`src/sv/bblur_pkg.sv`:
```
// ----------------------------------------------------------------------------
// bblur_pkg: shared types and constants of the 3x3 box blur
// Payload structs, the line buffer and window item types, the configuration
// register codes and the reciprocal table used for the rounded mean.
// ----------------------------------------------------------------------------
package bblur_pkg;

  localparam int MaxWidth   = 1024;
  localparam int MaxHeight  = 1024;
  localparam int QueueDepth = 4;
  localparam int OutDepth   = 4;
  localparam int QueueCntW  = $clog2(QueueDepth + 1);
  localparam int OutCntW    = $clog2(OutDepth + 1);

  localparam int CfgIdxW  = 2;
  localparam int CfgDataW = 11;
  localparam logic [CfgDataW-1:0] ImageSizeReset = 11'd1024;

  // Sum of nine 8-bit values, neighbour count 1..9, numerator 2*sum+count.
  localparam int SumW       = 12;
  localparam int CntW       = 4;
  localparam int NumW       = 13;
  localparam int RecipW     = 17;
  localparam int RecipShift = 17;
  localparam int ProdW      = NumW + RecipW;

  typedef enum logic [CfgIdxW-1:0] {
    CfgImageWidth  = 2'd0,
    CfgImageHeight = 2'd1
  } cfg_idx_e;

  typedef struct packed {
    logic                valid;
    logic [CfgIdxW-1:0]  index;
    logic [CfgDataW-1:0] data;
  } cfg_wr_t;

  typedef struct packed {
    logic       req_type;
    logic [7:0] blue_in;
    logic [7:0] green_in;
    logic [7:0] red_in;
  } req_t;

  typedef struct packed {
    logic [7:0] blue_out;
    logic [7:0] green_out;
    logic [7:0] red_out;
    logic       last_of_frame;
  } res_t;

  // Blue in the low byte, red in the high byte.
  typedef struct packed {
    logic [7:0] red;
    logic [7:0] green;
    logic [7:0] blue;
  } pixel_t;

  // One line buffer word: the items one and two rows back in this column.
  typedef struct packed {
    pixel_t older;
    pixel_t newer;
  } lb_entry_t;

  typedef struct packed {
    pixel_t top;
    pixel_t mid;
    pixel_t bot;
  } column_t;

  typedef struct packed {
    logic top_ok;
    logic bot_ok;
    logic left_ok;
    logic right_ok;
  } mask_t;

  typedef struct packed {
    column_t left;
    column_t center;
    column_t right;
    mask_t   mask;
    logic    last;
  } job_t;

  // ceil(2^17 / (2*count)); exact floor division for every numerator here.
  function automatic logic [RecipW-1:0] recip(input logic [CntW-1:0] cnt);
    logic [RecipW-1:0] m;
    case (cnt)
      4'd1:    m = RecipW'(65536);
      4'd2:    m = RecipW'(32768);
      4'd3:    m = RecipW'(21846);
      4'd4:    m = RecipW'(16384);
      4'd5:    m = RecipW'(13108);
      4'd6:    m = RecipW'(10923);
      4'd7:    m = RecipW'(9363);
      4'd8:    m = RecipW'(8192);
      4'd9:    m = RecipW'(7282);
      default: m = '0;
    endcase
    return m;
  endfunction

endpackage

```
`src/sv/bblur_back.sv`:
```
// ----------------------------------------------------------------------------
// bblur_back: neighbourhood sums and rounded means
// Sums the in-image pixels of a window, then divides by the neighbour count
// with a reciprocal multiply; results go to the output queue.
// ----------------------------------------------------------------------------
module bblur_back import bblur_pkg::*; (
  input  logic               clk_i,
  input  logic               rst_ni,
  input  logic               job_valid_i,
  input  job_t               job_i,
  output logic               job_pop_o,
  input  logic [OutCntW-1:0] o_count_i,
  output logic               res_push_o,
  output res_t               res_o
);

  logic [2:0][2:0][23:0] win;
  logic [2:0]            row_ok, col_ok;
  logic [2:0][SumW-1:0]  sum_d;
  logic [SumW-1:0]       colsum;
  logic [CntW-1:0]       cnt_d;
  logic [2:0][7:0]       px;

  logic                 b1_v_q, b2_v_q;
  logic [2:0][SumW-1:0] b1_sum_q;
  logic [CntW-1:0]      b1_cnt_q;
  logic                 b1_last_q, b2_last_q;
  logic [2:0][ProdW-1:0] b2_prod_q;
  logic [2:0][NumW-1:0]  num;

  // Take a window only when the output queue has room for everything in flight.
  assign job_pop_o = job_valid_i &&
                     ((int'(o_count_i) + int'(b1_v_q) + int'(b2_v_q)) < OutDepth);

  always_comb begin
    win[0] = job_i.right;
    win[1] = job_i.center;
    win[2] = job_i.left;
    row_ok = {job_i.mask.top_ok, 1'b1, job_i.mask.bot_ok};
    col_ok = {job_i.mask.left_ok, 1'b1, job_i.mask.right_ok};
    cnt_d  = '0;
    sum_d  = '0;
    colsum = '0;
    px     = '0;
    for (int c = 0; c < 3; c++) begin
      for (int r = 0; r < 3; r++) begin
        if (row_ok[r] && col_ok[c]) begin
          cnt_d = cnt_d + CntW'(1);
        end
      end
    end
    for (int ch = 0; ch < 3; ch++) begin
      for (int c = 0; c < 3; c++) begin
        colsum = '0;
        for (int r = 0; r < 3; r++) begin
          px = win[c][r];
          if (row_ok[r] && col_ok[c]) begin
            colsum = colsum + SumW'(px[ch]);
          end
        end
        sum_d[ch] = sum_d[ch] + colsum;
      end
    end
  end

  always_comb begin
    for (int ch = 0; ch < 3; ch++) begin
      num[ch] = {b1_sum_q[ch], 1'b0} + NumW'(b1_cnt_q);
    end
  end

  always_ff @(posedge clk_i or negedge rst_ni) begin
    if (!rst_ni) begin
      b1_v_q <= 1'b0;
      b2_v_q <= 1'b0;
    end else begin
      b1_v_q <= job_pop_o;
      b2_v_q <= b1_v_q;
    end
  end

  always_ff @(posedge clk_i) begin
    if (job_pop_o) begin
      b1_sum_q  <= sum_d;
      b1_cnt_q  <= cnt_d;
      b1_last_q <= job_i.last;
    end
    if (b1_v_q) begin
      for (int ch = 0; ch < 3; ch++) begin
        b2_prod_q[ch] <= ProdW'(num[ch]) * ProdW'(recip(b1_cnt_q));
      end
      b2_last_q <= b1_last_q;
    end
  end

  always_comb begin
    res_o.blue_out      = b2_prod_q[0][RecipShift +: 8];
    res_o.green_out     = b2_prod_q[1][RecipShift +: 8];
    res_o.red_out       = b2_prod_q[2][RecipShift +: 8];
    res_o.last_of_frame = b2_last_q;
  end

  assign res_push_o = b2_v_q;

endmodule

```
`config.mk`:
```
export PLATFORM = sky130hd
export DESIGN_NAME = bblur_back
export DESIGN_NICKNAME = d
export VERILOG_FILES = /design/src/sv/bblur_pkg.sv /design/src/sv/bblur_back.sv
export SDC_FILE = /design/constraint.sdc
export NUM_CORES = 2
export LEC_CHECK = 0
export ABC_AREA = 1
export BUFFER_PORTS_ARGS = -buffer_cell sky130_fd_sc_hd__buf_2
export CORE_MARGIN = 2
export CORE_UTILIZATION = 60
export DETAILED_ROUTE_END_ITERATION = 16
export MAX_ROUTING_LAYER = met4
export PLACE_DENSITY = 0.92
export REMOVE_ABC_BUFFERS = 1
export SYNTH_ARGS = -nofsm -noshare
export SYNTH_HDL_FRONTEND = slang
export SYNTH_SLANG_ARGS = --single-unit
```
`constraint.sdc`:
```
create_clock -name clk_i -period 8.76 [get_ports clk_i]
set_input_delay 1.314 -clock clk_i [delete_from_list [all_inputs] [get_ports clk_i]]
set_output_delay 1.314 -clock clk_i [all_outputs]
set_load 0.005 [all_outputs]
```
==> summary.txt <==
Run status
  – Status: finished clean

Clock tree
  – CTS Buffer Depth: 2
  – # clock sinks: 83
  – Setup bufs post-CTS: 0
  – CTS tree: built
  – CTS buffer count: 9
  – Clk pin slew, worst setup/hold paths: 0.08 ns
  – H-tree depth: 3
  – Cts repair resizes: 0
  – CTS root buffer: clkbuf_16
  – Hold-fix buffers, CTS: 0
  – Clock Latency Late Sink: 0.39 ns

Worst setup path
  – CP endpoint kind: flip-flop
  – RR Startpoint: b1_cnt_q[1]$_DFFE_PP_
  – Crit path cell chain: ha_1, fa_1, xor2_1, nand2_1, fa_1, inv_1, fa_1, fa_1, fa_1, inv_1, fa_1, inv_1, ha_1, a21oi_1, inv_1, a21oi_1, o221ai_1, nand3_1, nand3_1, nand3b_1, nand2_1
  – Slowest stage cell on the critical path: xor2_1
  – Largest fanout on the critical path: 13
  – Setup CP Type: reg2reg
  – CP startpoint: b1_cnt_q[1]$_DFFE_PP_
  – Data required, critical path: 8.98 ns
  – Critical path data arrival time: 7.08 ns
  – Startpoint Class: flip-flop
  – CP most frequent cell: fa_1
  – Slowest stage delay, CP: 1.03 ns

Timing
  – Slew of the pin with the lowest slew margin: 1.325 ns
  – Endpoints failing setup: 0
  – RSZ-0062 raised after global routing: false
  – Fin crit period: 6.862 ns
  – WHS: 0.4245 ns
  – Final hold vios: 0
  – Skew final: 0.01093 ns
  – Setup_tns: 0 ns
  – Max-slew violation total from the final report: 0
  – Normalized max-slew margin: 11.37%
  – Final period util: 78.34%
  – Fmax achieved: 0.1457 GHz

Layout
  – Layout cells sized above 1: 7.194%
  – Nets: 5,532
  – Syn-to-layout area delta: 7.036%

Synthesis
  – Most area-consuming cells after synthesis: fa_1 34%, ha_1 14%, inv_1 13%
  – Number of synthesized flops with an enable pin: 66
  – Adder-cell share of the synthesized area: 47.33%
  – Post-synthesis xor/xnor area fraction: 2.481%
  – Dominant cell type by area after synthesis: fa_1
  – Synth top area share: 33.64%
  – Warnings from Yosys: 0
  – Syn Std Cell Area: 31,070 um^2
  – Syn_area_per_cell: 7.290 um^2
  – Sequential share of the synthesized area: 7.507%
  – Post-Synth Simple-Gate Area: 21.23%
  – Main synth FF type: edfxtp_1
  – Asr flop ratio synth: 2.410%
  – Post-synthesis cell count: 4,262
  – Compound-gate portion of the synthesized area: 7.120%
  – Main combinational cell family by area after synthesis: adder cells
  – Flops & latches, synth: 83
  – Mux share of post-synthesis cell area: 0%
  – Synth cell types: 49

Drt
  – TritonRoute pass-1 iters: 7
  – Vias per std cell: 5.511
  – Post-DR wirelength/cell: 16.30 um
  – DRC errors left: 0
  – Via Count: 28,280
  – Routed WL: 83.65 mm
  – DR iter-0 viols: 2,053
  – Antenna Nets Post-Route: 0

Placement
  – # port buffers: 253
  – DP HPWL: 70.08 mm
  – Placer Congestion: 1.023

GRT
  – Grt ovf: 0
  – Global-route wire length before repair: 136.2 mm
  – Initial antenna violation count: 2
  – Largest net degree at the start of global routing: 51
  – Vias in the first global route: 28,600
  – All-Layer GR Usage: 32.94%

Floorplanning
  – Die W: 231.6 um
  – Placeable Area: 51,300 um^2
  – # IOs: 254
  – Die Ht: 231.6 um
  – # rows: 83
  – Die area: 53,620 um^2
  – Starting Density: 60.56%

Power and ir drop
  – Pwr dens: 247.1 nW/um^2
  – Worst vdd ir: 0.2058 mV
  – Leakage power: 0.01881 uW

Min path
  – HP Class: reg2reg
  – Hold path start: b1_last_q$_DFFE_PP_

Flow run
  – Maxcap violations: 0
## through the flow
step	setup slack (ns)	instances	utilization, %	total power [uW]	area, um^2
2_1_floorplan	2.849	4160	-	5786	30660
3_3_place_gp	1.945	5112	64.20	7299	32930
3_5_place_dp	1.747	5112	64.20	7640	32930
4_1_cts	2.078	5128	64.81	8115	33250
5_1_grt	1.602	5130	64.82	9208	33250
6_report	1.898	5131	64.82	8216	33250
## where the power goes
group | switching, uW | internal, uW
combinational | 4500 | 2530
sequential | 71.9 | 686
clock | 196 | 228
total | 4770 | 3450
## critical path, delay by kind of cell (launching register included)
kind	cells	cell delay (ns)
XOR/XNOR	1	1.03
flip-flops	1	0.45
AO/OA/AOI/OAI	3	0.47
buffers and inverters	4	0.19
AND/OR/NAND/NOR	5	0.94
adder cells (fa/ha/maj)	8	3.59
## cell type report
class | instances | area [um^2]
fillers | 4218 | 18050
inverters | 1077 | 4045
diodes | 3 | 7.507
multi-input cells | 3000 | 24300
repair buffers | 272 | 1409
flip-flops and latches | 83 | 2333
clock inverters | 7 | 87.58
clock buffers | 9 | 225.2
well taps | 680 | 850.8
## cell families after synthesis
logic type      after synthesis
compound gates              404
fa+ha+maj                   862
buf+inv                    1179
simple gates               1646
xor+xnor                     88
flops                        83
## worst paths after layout
| path | end | slack, ns | cells past startpoint |
|---|---|---|---|
| min | b2_last_q$_DFFE_PP_ | 0.42 | 0 |
| max | res_o[16]$_DFFE_PP_ | 1.90 | 21 |
| max reg2reg | res_o[16]$_DFFE_PP_ | 1.90 | 21 |
| min reg2reg | b2_last_q$_DFFE_PP_ | 0.42 | 0 |
| max in group asynchronous | b1_v_q$_DFF_PN0_ | 7.98 | 1 |
| min in group asynchronous | res_push_o$_DFF_PN0_ | 0.69 | 1 |
## cell usage after synthesis, types with 6 or more instances
cell	count
a211oi_1	7
a21o_1	16
a21oi_1	190
a22oi_1	12
a31oi_1	9
buf_1	13
clkbuf_1	82
clkinv_1	6
dfxtp_1	15
edfxtp_1	66
fa_1	522
ha_1	340
inv_1	1068
nand2_1	1014
nand2_2	8
nand3_1	145
nand3b_1	11
nand4_1	25
nor2_1	402
nor3_1	17
o21ai_0	132
o21bai_1	16
or2_2	10
xnor2_1	33
xor2_1	55
## per-layer routing
layer	track usage [%]	wire length (um)	up-vias
li1	-	-	13150
met1	38.27	30560	13190
met2	53.44	39460	1535
met3	5.770	7893	402
met4	20.11	5735	0
met5	-	0	-
## layout by cell type, fill, tap and decap left out, drive strengths merged, types with 33 or more instances in the layout
cell type,count
o21ai,136
buf,272
ha,340
xnor2,33
inv,1076
edfxtp,66
xor2,55
nor2,404
fa,522
nand2,1023
a21oi,191
nand3,147
No activity file was read; power rests on OpenSTA's default activity.
