File: src/sv/bblur_fifo.sv
// ----------------------------------------------------------------------------
// bblur_fifo: small synchronous queue
// Register-based FIFO with an occupancy count for credit-based flow control.
// ----------------------------------------------------------------------------
module bblur_fifo #(
  parameter int Width = 8,
  parameter int Depth = 4
) (
  input  logic                       clk_i,
  input  logic                       rst_ni,
  input  logic                       push_i,
  input  logic [Width-1:0]           data_i,
  input  logic                       pop_i,
  output logic [Width-1:0]           data_o,
  output logic                       empty_o,
  output logic                       full_o,
  output logic [$clog2(Depth+1)-1:0] count_o
);

  localparam int PtrW = $clog2(Depth);
  localparam int CntW = $clog2(Depth + 1);

  logic [Width-1:0] mem_q [Depth];
  logic [PtrW-1:0]  wr_ptr_q, wr_ptr_d;
  logic [PtrW-1:0]  rd_ptr_q, rd_ptr_d;
  logic [CntW-1:0]  count_q, count_d;
  logic             do_push, do_pop;

  assign empty_o = (count_q == '0);
  assign full_o  = (count_q == CntW'(Depth));
  assign count_o = count_q;
  assign data_o  = mem_q[rd_ptr_q];
  assign do_push = push_i && !full_o;
  assign do_pop  = pop_i && !empty_o;

  always_comb begin
    wr_ptr_d = wr_ptr_q;
    rd_ptr_d = rd_ptr_q;
    count_d  = count_q;
    if (do_push) begin
      wr_ptr_d = (wr_ptr_q == PtrW'(Depth - 1)) ? '0 : wr_ptr_q + PtrW'(1);
    end
    if (do_pop) begin
      rd_ptr_d = (rd_ptr_q == PtrW'(Depth - 1)) ? '0 : rd_ptr_q + PtrW'(1);
    end
    if (do_push && !do_pop) begin
      count_d = count_q + CntW'(1);
    end else if (do_pop && !do_push) begin
      count_d = count_q - CntW'(1);
    end
  end

  always_ff @(posedge clk_i or negedge rst_ni) begin
    if (!rst_ni) begin
      wr_ptr_q <= '0;
      rd_ptr_q <= '0;
      count_q  <= '0;
    end else begin
      wr_ptr_q <= wr_ptr_d;
      rd_ptr_q <= rd_ptr_d;
      count_q  <= count_d;
    end
  end

  always_ff @(posedge clk_i) begin
    if (do_push) begin
      mem_q[wr_ptr_q] <= data_i;
    end
  end

endmodule

File: config.mk
export PLATFORM = sky130hd
export DESIGN_NAME = bblur_fifo
export DESIGN_NICKNAME = d
export VERILOG_FILES = /design/src/sv/bblur_fifo.sv
export SDC_FILE = /design/constraint.sdc
export NUM_CORES = 1
export LEC_CHECK = 0
export BUFFER_PORTS_ARGS = -buffer_cell sky130_fd_sc_hd__buf_2
export CORE_UTILIZATION = 49
export DETAILED_ROUTE_END_ITERATION = 10
export MAX_ROUTING_LAYER = met4
export PLACE_DENSITY = 0.77
export SYNTH_ARGS = -nofsm -noshare
export SYNTH_HDL_FRONTEND = slang
export SYNTH_SLANG_ARGS = --single-unit
File: constraint.sdc
create_clock -name clk_i -period 2.1 [get_ports clk_i]
set_clock_uncertainty 0.2 [all_clocks]
set_input_delay 0.42 -clock clk_i [delete_from_list [all_inputs] [get_ports clk_i]]
set_output_delay 0.42 -clock clk_i [all_outputs]
set_load 0.02 [all_outputs]
==> key figures, run 1 <==
Run
  – Max-Cap Viols: 0

Setup path
  – CP Capture Type: output pin
  – Maximum fanout along the worst path: 6
  – Delay of the slowest cell on the worst path: 520 ps
  – Crit-path most repeated cell: buf_6
  – CP Cell Sequence: buf_6 > mux4_2 > buf_6
  – Type of origin of the critical path: flop
  – Worst path bufs/invs: 2
  – Crit path DAT: between 1500 and 2000 ps
  – Setup CP Type: reg -> out
  – CP Data Required Time: around 1500 ps
  – Top delay family on crit path: multiplexers
  – Critical-path top delay cell: mux4_2

Pwr
  – PwrDens: 1440 nW/um^2
  – Leakage power: 0.778 nW
  – VDD IR-drop max: 0.839 mV
  – Total chip power: 0.00290 W

Logic synthesis
  – Average cell area after synthesis: 20.5 um^2
  – Share of the synthesized area in the top cell type: around 60%
  – Synth cell types: 19
  – Synthesis-stage register bit count: 39
  – Sequential element share of the synthesized area: a little over two thirds
  – Ys Warns: 0
  – Yosys top cell by area: edfxtp_1
  – Syn Nets: 98
  – Mapped cell area: 1620 um^2
  – Gate Count Post-Synth: 79
  – Top cells by area, synth: edfxtp_1, mux4_2, dfrtp_1

Die
  – Initial Utilization: 52.2%
  – Core Area: around 3100 um^2
  – Row Count: 20
  – Die area: 3540 um^2
  – I/O Pins: 25
  – Die height: 59.5 um
  – Die Wd: 59.5 um

Timing
  – Max Slew Vio Count: 0
  – Tightest Pin Transition: 248 ps
  – Fin. Hold Viols: 0
  – Final worst slack: -88.7 ps
  – Max Freq: 0.457 GHz
  – Hold_ws: 84.6 ps
  – Final setup viols: 8
  – Tcrit/Tclk final: 104%
  – Slew margin rel.: 83.5%
  – Setup TNS: -611 ps
  – Tmin final: 2190 ps
  – RSZ-0062 raised after global routing: yes

Clock tree
  – CTS HTree Levels: 2
  – Root buf cell: clkbuf_4
  – Sink Count: 39
  – TritonCTS clock tree: yes
  – Clock Latency Late Sink: roughly 340 ps
  – Clock transition at the registers of the reported paths: approximately 110 ps
  – CTS Buffer Depth: 2
  – CTS buffer count: 5

Outcome
  – Status: finished with violations
  – Failing checks: negative setup slack

Placement
  – Placer Congestion: 0.682
  – Post-DP HPWL: approximately 1700 um
  – Port bufs: 24

Routing
  – 1st-pass router iterations: 4
  – Wire length per cell after detailed routing: around 16 um
  – Total number of vias: 834
  – Drt initial violations: 23
  – Remaining DRCs: 0
  – Post-route ant nets: 0
  – Total Wirelength: roughly 2700 um
  – Vias per std cell: approximately 5.1

Global routing
  – First-pass GRT wire length: 4160 um
  – Vias in the first global route: 910
  – Pin count of the biggest net entering global routing: 13
  – Gr usage total: between 15 and 20%
  – Initial antenna violation count: 0
  – Grt total ovfl: 0

Final layout
  – Final Util: 64.9%
  – Area Overhead vs Synth: 24.2%
  – Layout cells sized above 1: 57.9%
  – N_diodes: 0
  – Area occupied by multi-input gates: 484 um^2
  – Final nets: approximately 140
  – Sequential cell area: 1140 um^2
  – Fillers: 228

Worst hold path
  – Hold Crit Class: in -> reg
## logic make-up after synthesis
family                   synth area share [%]
adder cells (fa/ha/maj)                  5.87
flip-flops                               70.1
XOR/XNOR                                 1.62
buffers and inverters                    1.93
AND/OR/NAND/NOR                          5.41
multiplexers                             15.1
## metal layers
metal  share of wire (%)  wire (um)  track usage [%]
met2                  55       1470             30.3
met5                   0          0                -
met3                 3.3         88             6.11
met1                  39       1050             19.5
met4                 2.1         57             10.6
## state kept, by name, summed over array words and instances, names as in the netlist
name	flops
count_o	3
mem_q	32
rd_ptr_q	2
wr_ptr_q	2
## worst reg2reg max path, cell delays in order (launching register included)
cell and delay (ps):
dfrtp_2 450, buf_4 150, nor3b_4 220, nor2b_4 80
ha_4 170, inv_2 40, fa_2 410, mux2_2 270
## where the power goes
| part | internal, W | total, W | switching, W |
|---|---|---|---|
| registers | 0.00106 | 0.00120 | 0.000146 |
| clock network | 0.000126 | 0.000347 | 0.000221 |
| logic | 0.000727 | 0.00136 | 0.000629 |
## cells in the final DEF, fill, tap and decap left out, drive strengths merged
cell type | Yosys | routed
fa | 1 | 1
nor3 | 1 | 1
nor3b | 1 | 1
edfxtp | 32 | 32
mux2 | 5 | 5
mux4 | 8 | 8
ha | 6 | 6
inv | 3 | 3
xnor2 | 1 | 1
nand2b | 1 | 1
dfrtp | 7 | 7
xor2 | 2 | 2
nor2 | 3 | 3
clkinv | 0 | 2
clkbuf | 0 | 6
nor2b | 1 | 1
buf | 3 | 36
dlygate4sd3 | 0 | 1
and2 | 4 | 4
## synth_stat cells (all sizes together)
library cell  count
nor2b             1
and2              4
mux2              5
xor2              2
dfrtp             7
fa                1
mux4              8
nor2              3
nand2b            1
ha                6
nor3b             1
edfxtp           32
nor3              1
xnor2             1
buf               3
inv               3
## timing repair
action | in CTS | in global routing
setup endpoints to repair | 9 | 10
hold buffers | 1 | 0
endpoints found under the hold margin | 7 | 0
pin swaps | 3 | 4
buffers inserted | 7 | 2
gates resized for setup | 14 | 5
## path summary, 6_finish.rpt
path | start | endpoint | slack (ps) | cells past startpoint
worst min register to register | wr_ptr_q[1]$_DFFE_PN0P_ | wr_ptr_q[1]$_DFFE_PN0P_ | 420 | 1
worst max-delay path | rd_ptr_q[0]$_DFFE_PN0P_ | data_o[3] | -90 | 3
min in group asynchronous | rst_ni | rd_ptr_q[0]$_DFFE_PN0P_ | 250 | 2
max in group asynchronous | rst_ni | count_o[2]$_DFFE_PN0P_ | 1260 | 2
worst max register to register | count_o[1]$_DFFE_PN0P_ | count_o[1]$_DFFE_PN0P_ | 10 | 7
worst min-delay path | data_i[1] | mem_q[3][1]$_DFFE_PP_ | 80 | 1
## per-stage QoR
step / setup slack (ps) / area [um^2] / instances
detailed placement: -40.4 / 1830 / 147
floorplan: -115 / 1650 / 79
global placement: 67.8 / 1830 / 147
global route: -149 / 2010 / 165
CTS: -102 / 1980 / 163
finish: -88.7 / 2010 / 165
## final cells by class
class	count	share of cell area (%)
repair buffers	37	13.5
inverters	3	0.559
multi-input cells	34	24.1
clock inverters	2	0.435
clock buffers	6	2.05
flip-flops and latches	39	56.7
well taps	44	2.73
Note: power is estimated with default switching activity, not from simulation.
==> run 2: changes to the inputs <==
==> constraint.sdc (replaced) <==
create_clock -name clk_i -period 2.1 [get_ports clk_i]
set_clock_uncertainty 0.2 [all_clocks]
set_input_delay 0.42 -clock clk_i [delete_from_list [all_inputs] [get_ports clk_i]]
set_output_delay 0.42 -clock clk_i [all_outputs]
set_load 0.05 [all_outputs]
==> run 2 against run 1 <==
Die area did not move. The flow still finishes with violations (negative setup slack). Critical endpoint is now data_o[1]. Setup slack got worse by 28 ps. First-iteration DRC count is 4.3% higher. Cell count shrank 3.6%. Hold slack lost 0.75 ps. Critical path type unchanged.
==> key figures, run 2 (synthesis results as in run 1) <==
Clock tree
  – Sink Count: 39
  – Root buf cell: clkbuf_4
  – Clock Latency Late Sink: 340 ps
  – CTS HTree Levels: 2
  – CTS buffer count: 5
  – Clock transition at the registers of the reported paths: 120 ps
  – CTS Buffer Depth: 2
  – TritonCTS clock tree: yes

Timing
  – Fin. Hold Viols: 0
  – Tcrit/Tclk final: 106%
  – Max Freq: about 0.45 GHz
  – Tightest Pin Transition: roughly 430 ps
  – Tmin final: 2220 ps
  – Setup TNS: -846 ps
  – Final setup viols: 8
  – RSZ-0062 raised after global routing: yes
  – Slew margin rel.: 71.6%
  – Final worst slack: -117 ps
  – Max Slew Vio Count: 0

Die
  – Row Count: 20
  – Die Wd: 59.5 um
  – Die area: 3540 um^2
  – I/O Pins: 25
  – Core Area: 3100 um^2
  – Die height: 59.5 um
  – Initial Utilization: 52.2%

Setup path
  – Delay of the slowest cell on the worst path: 520 ps
  – Setup crit start: rd_ptr_q[0]$_DFFE_PN0P_
  – CP Cell Sequence: buf_12 > mux4_2 > buf_6
  – Reg-to-reg critical path startpoint: count_o[0]$_DFFE_PN0P_
  – Critical-path top delay cell: mux4_2
  – Type of origin of the critical path: flop
  – Crit path DAT: 1600 ps
  – CP Capture Type: output pin
  – Top delay family on crit path: multiplexers
  – Maximum fanout along the worst path: 8
  – Setup CP Type: reg -> out
  – CP Data Required Time: around 1500 ps
  – Worst path bufs/invs: 2

Worst hold path
  – Hold Crit Class: in -> reg
  – Hold Crit Start: data_i[1]

Outcome
  – Status: finished with violations
  – Failing checks: negative setup slack

Routing
  – Remaining DRCs: 0
  – 1st-pass router iterations: 4
  – Total number of vias: 831
  – Post-route ant nets: 0
  – Total Wirelength: between 2000 and 3000 um
  – Drt initial violations: 24
  – Vias per std cell: 5.23
  – Wire length per cell after detailed routing: 17.7 um

Final layout
  – Area Overhead vs Synth: 23.7%
  – N_diodes: 0
  – Commonest non-fill, non-tap cell in the layout: edfxtp_1
  – Largest reg by FF count: mem_q
  – Layout cells sized above 1: around 57%
  – Fillers: between 200 and 250
  – Most frequent cells in the layout: edfxtp_1, buf_2, mux4_2, buf_6
  – Final nets: 133
  – Max reg flops: 32
  – Post-Layout Cell Count: 159

Global routing
  – Initial antenna violation count: 0
  – Grt total ovfl: 0
  – Pin count of the biggest net entering global routing: 14
  – Vias in the first global route: a little under 900
  – Gr usage total: 18.4%
  – First-pass GRT wire length: 4190 um

Placement
  – DP Worst Slack: 23.3 ps
  – Placer Congestion: 0.640
  – Port bufs: 24
  – Post-DP HPWL: 1790 um
  – # placed instances: 147

Run
  – Max-Cap Viols: 0
## run 2: repair_timing
item / 4_1_cts / 5_1_grt
hold buffers: 1 / 0
setup buffers: 0 / 3
pin swaps: 0 / 2
setup endpoints to repair: 8 / 10
gates resized for setup: 16 / 1
endpoints found under the hold margin: 7 / 0
## run 2: per-layer routing
layer,global-route usage (%),vias up,part of all wire [%]
li1,-,373,-
met1,20.4,432,39
met2,29.9,22,55
met3,8.08,4,4.9
met4,5.98,0,0.82
met5,-,-,0
## run 2: final timing paths
kind                                           endpoint  slack, ps  cells past startpoint
worst max-delay path                          data_o[1]       -120                      3
worst min-delay path              mem_q[0][1]$_DFFE_PP_         80                      1
worst max register to register   count_o[2]$_DFFE_PN0P_         40                      8
worst min register to register  wr_ptr_q[1]$_DFFE_PN0P_        400                      1
max in group asynchronous        count_o[2]$_DFFE_PN0P_       1270                      2
min in group asynchronous        count_o[1]$_DFFE_PN0P_        250                      2
## run 2: layout make-up
class	instances	area, um^2	share of cell area (%)
Tap cell	44	55.1	2.75
Timing Repair Buffer	31	238	11.9
Clock buffer	5	37.5	1.87
Multi-Input combinational cell	34	479	23.9
Sequential cell	39	1140	56.9
Clock inverter	3	43.8	2.18
Inverter	3	11.3	0.562
## run 2: stage by stage
stage	utilization [%]	hold WS [ps]	instance area [um^2]
global placement	59.2	62.9	1840
CTS	63.8	59.1	1980
floorplan	-	-75.6	1650
global route	64.6	51.1	2000
finish	64.6	83.8	2000
detailed placement	59.2	62.7	1840
## run 2: worst register-to-register path, stage by stage (launching register included)
cell,delay [ps]
dfrtp_2,500
nor3_4,200
nand2b_4,170
ha_4,140
inv_2,40
fa_2,340
xor2_1,150
nor2_1,110
xor2_1,140
Power of run 2 is not shown: default switching activity piles up to over one toggle a cycle in this logic, so the estimate is an artifact.
==> run 3: changes to the inputs <==
--- a/config.mk
+++ b/config.mk
@@ -8,6 +8,7 @@
 export BUFFER_PORTS_ARGS = -buffer_cell sky130_fd_sc_hd__buf_2
 export CORE_UTILIZATION = 49
 export DETAILED_ROUTE_END_ITERATION = 10
+export HOLD_SLACK_MARGIN = 0.15
 export MAX_ROUTING_LAYER = met4
 export PLACE_DENSITY = 0.77
 export SYNTH_ARGS = -nofsm -noshare
==> run 3 against run 2 <==
The flow still finishes with violations (negative setup slack). Hold slack improved by 160 ps. Non-clock buffer count rose by 8. Wire length rose by 2.2%. Via count rose by 3.6%. Die area did not move. Largest cell class unchanged. Highest routed layer unchanged.
==> key figures, run 3 (synthesis results as in run 1) <==
Outcome
  – Status: finished with violations
  – Failing checks: negative setup slack

Global routing
  – First-pass GRT wire length: 4270 um
  – Initial antenna violation count: 0
  – Grt total ovfl: 0
  – Pin count of the biggest net entering global routing: 14
  – Gr usage total: a little under a fifth
  – Vias in the first global route: ~920

Pwr
  – Leakage power: 0.799 nW
  – Clock power frac: 14.7%
  – Sw Share: between 40% and 50%
  – Combinational fraction of design power: 48.8%
  – Sequential power share: 36.5%
  – VDD IR-drop max: 0.747 mV
  – PwrDens: 1620 nW/um^2
  – Sw Pwr: 0.00136 W
  – Internal: 0.00202 W

Final layout
  – Layout cells sized above 1: 52.8%
  – Commonest non-fill, non-tap cell in the layout: edfxtp_1
  – Most frequent cells in the layout: edfxtp_1, buf_2, dlygate4sd3_1, mux4_2, buf_6
  – Post-Layout Cell Count: 167
  – Largest reg by FF count: mem_q
  – N_diodes: 0
  – Max reg flops: 32
  – Area Overhead vs Synth: 28.6%
  – Final nets: ~140

Timing
  – RSZ-0062 raised after global routing: yes
  – Max Freq: 0.449 GHz
  – Max Slew Vio Count: 0
  – Tcrit/Tclk final: 106%
  – Final setup viols: 8
  – Tmin final: 2230 ps
  – Final worst slack: -127 ps
  – Tightest Pin Transition: 433 ps
  – Slew margin rel.: between 70% and 80%
  – Fin. Hold Viols: 0

Die
  – I/O Pins: 25
  – Initial Utilization: 52.2%
  – Row Count: 20
  – Die area: 3540 um^2
  – Die Wd: 59.5 um
  – Die height: roughly 60 um
  – Core Area: 3100 um^2

Clock tree
  – CTS HTree Levels: 2
  – CTS Buffer Depth: 2
  – CTS buffer count: 5
  – Clock transition at the registers of the reported paths: approximately 120 ps
  – Clock Latency Late Sink: 340 ps
  – TritonCTS clock tree: yes
  – Root buf cell: clkbuf_4
  – Sink Count: 39

Setup path
  – FF-to-FF path depth: 8
  – Setup crit start: rd_ptr_q[0]$_DFFE_PN0P_
  – CP Data Required Time: 1480 ps
  – CP Capture Type: output pin
  – Internal reg-to-reg setup slack: roughly 30 ps
  – Reg-to-reg critical path startpoint: count_o[0]$_DFFE_PN0P_
  – FF-to-FF End: count_o[2]$_DFFE_PN0P_
  – Type of origin of the critical path: flop
  – Setup CP Type: reg -> out
  – Maximum fanout along the worst path: 8
  – Crit path DAT: roughly 1600 ps

Placement
  – # placed instances: 147
  – DP Worst Slack: 23.3 ps
  – Placer Congestion: approximately 0.64
  – Post-DP HPWL: 1790 um
  – Port bufs: 24

Run
  – Max-Cap Viols: 0

Routing
  – Remaining DRCs: 0
  – Drt initial violations: 16
  – 1st-pass router iterations: 4
  – Wire length per cell after detailed routing: 17.2 um
  – Total number of vias: 861
  – Vias per std cell: 5.16
  – Total Wirelength: 2870 um
  – Post-route ant nets: 0

Worst hold path
  – Hold Crit Class: in -> async
run 3: changes by cell type in the layout (fill, tap and decap cells not counted):
cell	before	now
dlygate4sd3_1	1	9
run 3: power groups by stage:
stage / clock [W] / combinational, W / sequential, W
6_report: 0.000498 / 0.00165 / 0.00123
5_1_grt: 0.000553 / 0.00175 / 0.00126
4_1_cts: 0.000509 / 0.00161 / 0.00123
3_5_place_dp: 0 / 0.00144 / 0.00125
3_3_place_gp: 0 / 0.00142 / 0.00122
2_1_floorplan: 0 / 0.00106 / 0.00128
run 3: timing repair:
item                                    CTS  global route
endpoints found under the hold margin    39             0
endpoints found under the setup margin    8            10
buffers inserted                          0             3
pin swaps                                 0             2
hold buffers                              9             0
resized for setup                        16             1
run 3: worst max path at each step:
stage | end | cells past startpoint
floorplan | count_o[1]$_DFFE_PN0P_ | 7
global placement | count_o[2]$_DFFE_PN0P_ | 8
detailed placement | count_o[2]$_DFFE_PN0P_ | 8
CTS | data_o[2] | 3
global route | data_o[1] | 3
finish | data_o[2] | 3
run 3: routing by layer:
metal / wire length (um) / track usage, % / up-vias
met3: 115 / 8.30 / 4
met5: 0 / - / -
met4: 23 / 6.64 / 0
li1: - / - / 387
met2: 1570 / 30.3 / 20
met1: 1160 / 20.3 / 450
run 3: worst max-delay path, stage by stage (launching register included):
cell and delay, ps:
dfrtp_1 420, buf_12 160, mux4_2 510, buf_6 170
run 3: cell type report:
| cell class | count | area [um^2] |
|---|---|---|
| clock inverters | 3 | 43.8 |
| clock buffers | 5 | 37.5 |
| well taps | 44 | 55.1 |
| multi-input cells | 34 | 479 |
| fillers | 226 | 1020 |
| inverters | 3 | 11.3 |
| repair buffers | 39 | 318 |
| flip-flops and latches | 39 | 1140 |
run 3: metrics by stage:
stage | hold WS (ps) | area (um^2) | power (W) | util, % | TNS (ps)
2_1_floorplan | -75.6 | 1650 | 0.00234 | - | -863
3_3_place_gp | 62.9 | 1840 | 0.00264 | 59.2 | 0
3_5_place_dp | 62.7 | 1840 | 0.00269 | 59.2 | 0
4_1_cts | 212 | 2060 | 0.00335 | 66.4 | -994
5_1_grt | 234 | 2080 | 0.00356 | 67.2 | -1530
6_report | 242 | 2080 | 0.00338 | 67.2 | -955
